## config.mk

```make
export PLATFORM = sky130hd
export DESIGN_NAME = opc_div_cell
export DESIGN_NICKNAME = d
export VERILOG_FILES = /design/src/opc_pkg.sv /design/src/opc_div_cell.sv
export SDC_FILE = /design/constraint.sdc
export NUM_CORES = 1
export LEC_CHECK = 0
export BUFFER_PORTS_ARGS = -buffer_cell sky130_fd_sc_hd__buf_2
export CORE_AREA = 4 4 363 365
export CTS_CLUSTER_DIAMETER = 50
export DETAILED_ROUTE_END_ITERATION = 8
export DIE_AREA = 0 0 367 369
export GPL_TIMING_DRIVEN = 0
export PLACE_DENSITY_LB_ADDON = 0.08
export SETUP_SLACK_MARGIN = 0.15
export SYNTH_ARGS = -nofsm -noshare
export SYNTH_HDL_FRONTEND = slang
export SYNTH_SLANG_ARGS = --single-unit
```

## constraint.sdc

```tcl
create_clock -name clock -period 6.2 [get_ports clock]
set_clock_uncertainty 0.15 [all_clocks]
set_input_delay 0.93 -clock clock [delete_from_list [all_inputs] [get_ports clock]]
set_output_delay 0.93 -clock clock [all_outputs]
set_load 0.02 [all_outputs]
```

## src/opc_pkg.sv

```systemverilog
package opc_pkg;

   localparam int DEPTH_BITS = 32;
   localparam int ALB_BITS = 16;
   localparam int ASYM_BITS = 17;
   localparam int ONE_Q15 = 32768;

   // Products of a depth and a weight, and the shifted scattering weights.
   localparam int PROD_BITS = DEPTH_BITS + 16;
   localparam int WEIGHT_SHIFT = (DEPTH_BITS > 32) ? DEPTH_BITS - 32 : 0;
   localparam int SW_BITS = PROD_BITS - WEIGHT_SHIFT;
   localparam int SDEN_BITS = SW_BITS + 1;
   // Weighted asymmetry numerator magnitude: sum of two weight*|g| products.
   localparam int NUM_BITS = SW_BITS + 17;
   localparam int DEN_BITS = DEPTH_BITS + 1;
   localparam int ADEN_BITS = (SDEN_BITS > DEN_BITS) ? SDEN_BITS : DEN_BITS;
   // One quotient bit is resolved per cell; quotients are clamped to 2^15 so
   // 17 bits (including a saturation bit) are enough.
   localparam int QBITS = 17;

   typedef enum logic [1:0] {
      MODE_DEPTH_DEPTH = 2'd0,
      MODE_DEPTH_ABS   = 2'd1,
      MODE_TS_DEPTH    = 2'd2,
      MODE_TS_TS       = 2'd3
   } mode_type;

   // Divider operands and remainders for the two quotients in flight.
   typedef struct packed {
      logic [NUM_BITS:0]  anum;
      logic [ADEN_BITS:0] aden;
      logic [QBITS-1:0]   aq;
      logic [NUM_BITS:0]  arem;
      logic [NUM_BITS:0]  wnum;
      logic [ADEN_BITS:0] wden;
      logic [QBITS-1:0]   wq;
      logic [NUM_BITS:0]  wrem;
      logic               neg;
      logic               adiv;
      logic               wdiv;
      logic [DEPTH_BITS-1:0] depth;
      logic [ALB_BITS-1:0]   alb;
      logic [ASYM_BITS-1:0]  asym;
   } div_token_type;

   typedef struct packed {
      logic          valid;
      div_token_type tok;
   } cell_bus_type;

endpackage

```

## src/opc_div_cell.sv

```systemverilog
// One restoring-division cell: resolves quotient bit bit_pos of both
// quotients and hands the token to its neighbor.
module opc_div_cell (
   input  logic clock,
   input  logic reset,
   input  logic en,
   input  logic [4:0] bit_pos,
   input  opc_pkg::cell_bus_type in_bus,
   output opc_pkg::cell_bus_type out_bus
);
   import opc_pkg::*;

   logic valid_ff;
   div_token_type tok_ff, tok_in;

   // Compare numerator's remaining part against divisor shifted by bit_pos.
   function automatic logic step(input logic [NUM_BITS:0] num,
                                 input logic [ADEN_BITS:0] den,
                                 input logic [4:0] pos,
                                 output logic [NUM_BITS:0] rest);
      logic [NUM_BITS+QBITS+1:0] trial;
      trial = (NUM_BITS+QBITS+2)'(den) << pos;
      if (den != '0 && (NUM_BITS+QBITS+2)'(num) >= trial) begin
         rest = num - (NUM_BITS+1)'(trial);
         return 1'b1;
      end
      rest = num;
      return 1'b0;
   endfunction

   always_comb begin
      logic [NUM_BITS:0] r;
      tok_in = in_bus.tok;
      tok_in.aq[bit_pos] = step(in_bus.tok.anum, in_bus.tok.aden, bit_pos, r);
      tok_in.anum = r;
      tok_in.wq[bit_pos] = step(in_bus.tok.wnum, in_bus.tok.wden, bit_pos, r);
      tok_in.wnum = r;
   end

   always_ff @(posedge clock) begin
      if (reset) begin
         valid_ff <= 1'b0;
      end else if (en) begin
         valid_ff <= in_bus.valid;
      end
   end

   always_ff @(posedge clock) begin
      if (en) begin
         tok_ff <= tok_in;
      end
   end

   assign out_bus.valid = valid_ff;
   assign out_bus.tok = tok_ff;
endmodule

```

==> impl_metrics.py <==
metrics = {
    "floorplan": {
        "die-height_um": 369,
        "die_w_um": 367,
        "start_util_pct": 23.3,
        "die_area_um2": 135000,
        "rows": 132,
        "coreArea_um2": 129000,
        "io_pins": 942,
    },
    "timing": {
        "finalCriticalPeriod_ns": 5.95,
        "final_min_period_over_clock_period_pct": 96.0,
        "whs_ns": 0.295,
        "hold_violations": 0,
        "drv_slew": 0,
        "rsz0062_at_grt": "yes",
        "relSlewSlack_pct": 14.1,
        "fmax_mhz": 168,
        "worstMarginPinSlew_ns": 1.28,
        "finalSetupViolCount": 0,
        "layout_setup_ws_ns": 0.248,
    },
    "setup_path": {
        "cp_common_cell": "nor2_1",
        "worstSetupPathType": "primary input to flip-flop",
        "worstSetupEndpointType": "flip-flop",
        "worstPathRequired_ns": 6.47,
        "cpMaxStageDelayCell": "o41ai_2",
        "arrival_ns": 6.22,
        "startpoint_type": "primary input",
        "cp_max_fo": 10,
        "cpPeakStageDelay_ns": 0.47,
    },
    "placed_design": {
        "hpwlAfterDp_um": 129000,
        "place.gp.congestion": 0.916,
        "place_inst": 5541,
        "port_buffers": 937,
        "post-place-ws_ns": -3.51,
    },
    "flow_run": {
        "drv_cap": 0,
    },
    "routing": {
        "via_per_inst": 4.94,
        "initialDrtViolationCount": 2105,
        "via_count": 28100,
        "antenna_left": 0,
        "wire_per_inst_um": 27.2,
        "drt-pass1-iter-count": 5,
        "drt_wl_total_um": 155000,
        "route.detailed.drc": 0,
    },
    "clock_tree": {
        "clk_root_buffer_cell": "clkbuf_16",
        "cts_tree": "yes",
        "clockBufferDepth": 3,
        "numCtsBuffers": 72,
        "clkLatencyLatePin_ns": 0.65,
        "numClockSinks": 467,
        "cts_hold_buf": 0,
        "cts.htree.levels": 3,
        "clk_pin_slew_worst_paths_ns": 0.05,
    },
    "yosys": {
        "ys_warn_count": 0,
        "synth.net_count": 3534,
        "synth.avg_cell_area_um2": 10.2,
        "synth_common_cells": "edfxtp_1 (466), nand2_1 (436), nor2_1 (285)",
        "synth_top_cell_by_area": "edfxtp_1",
        "synth_most_common_cell": "edfxtp_1",
        "synth_area_um2": 30000,
        "ys_seq_elements": 467,
        "synth-main-ff-cell": "edfxtp_1",
        "synth_top_area_share_pct": 46.7,
        "synth_edf_count": 466,
        "ys_types": 75,
        "yosysSeqAreaShare_pct": 46.7,
        "syn_inst": 2925,
        "synth-async-reset-ratio_pct": 0,
        "netlist_top_cells_area": "edfxtp_1 (47%), ha_1 (5.5%), nand2_1 (5.5%), mux4_2 (4.7%), mux2i_1 (4.0%)",
    },
    "global_route": {
        "grt_use_total_pct": 21.8,
        "antenna_found_initial": 25,
        "grt_max_degree": 112,
        "grt_overflow": 0,
        "grt_pass1_vias": 28000,
        "grt_pass1_wl_um": 213000,
    },
    "min_path": {
        "hp-class": "primary input to flip-flop",
    },
    "finish": {
        "instances_no_fill": 5697,
        "area.growth.synth_to_final_pct": 35.9,
        "nets": 4576,
        "drive_gt1_share_pct": 37.6,
    },
    "power": {
        "ir_drop_mv": 0.175,
        "p_leak_nw": 16.9,
        "p_per_area_nw_per_um2": 290,
        "power.total_mw": 11.8,
    },
    "outcome": {
        "status": "finished clean",
    },
}
-- area by class of cell --
class / count / area (µm²)
antenna: 4 / 10.0
buffer: 169 / 1150
clock buffer: 81 / 1840
clock inverter: 44 / 473
fill: 13700 / 88100
inverter: 62 / 233
multi-input combinational: 2226 / 15900
sequential: 467 / 14000
tap: 1675 / 2100
timing repair buffer: 969 / 5050
-- critical path, delay by kind of cell --
kind,cells,cell delay [ns]
buffers and inverters,9,1.70
and+or+nand+nor,10,1.57
AOI/OAI and AO/OA,3,0.94
muxes,2,0.71
adders and majority gates,1,0.31
-- registers in the layout, summed over array words and instances (netlist names) --
name / flops
out_bus: 466
valid_ff: 1
-- logic make-up (layout without fill, tap and decap cells) --
family                     count (synthesis)  count (layout)  synth area share [%]
and+or+nand+nor                          998             998                  14.6
xor gates and xnor gates                 120             120                  3.51
adders and majority gates                134             134                  5.64
buffers and inverters                    232            1325                  3.14
DFF                                      467             467                  46.7
muxes                                    267             267                  11.9
AOI/OAI and AO/OA                        707             707                  14.4
other                                      0               4                     0
-- per-layer routing --
layer  GRT usage [%]  part of all wire [%]  vias up
li1                -                     -    13000
met5               0                 0.033        -
met4            3.98                   1.8       12
met3            3.97                   5.9      171
met1            27.4                    42    13900
met2            39.4                    51     1040
-- stage by stage --
step                util, %  setup TNS [ns]  cell area [µm²]
global route           31.6               0            40700
finish                 31.6               0            40700
CTS                    31.1               0            40100
floorplan                 -               0            30000
detailed placement     28.7         -388.44            36900
global placement       28.6        -2210.76            36800
-- report_power, final --
group	internal (mW)	switching (mW)	total, mW
Combinational	1.38	2.52	3.90
Clock	2.41	1.58	3.99
Sequential	3.85	0.0696	3.92
-- cells in the final DEF, fill, tap and decap left out, types with 73 or more instances in the layout --
master / Yosys / final
buf_2: 27 / 956
edfxtp_1: 466 / 466
nand2_1: 436 / 433
nor2_1: 285 / 261
o21ai_0: 211 / 177
a21oi_1: 214 / 174
ha_1: 132 / 124
mux2i_1: 120 / 91
mux2_2: 81 / 81
xnor2_1: 74 / 74
clkbuf_16: 0 / 73
-- final timing paths --
check,cells past startpoint,to,start,slack [ns]
max,25,out_bus[411],bit_pos[0],0.25
min,1,out_bus[293],in_bus[293],0.29
max reg2reg,2,valid_ff,valid_ff,5.46
min reg2reg,2,valid_ff,valid_ff,0.36
-- timing repair --
item | in CTS | in global routing
pin swaps | 14 | 25
resized for setup | 253 | 180
cloned | 0 | 1
setup buffers | 14 | 13
setup endpoints to repair | 166 | 162
Power figures use the tool's default switching activity.
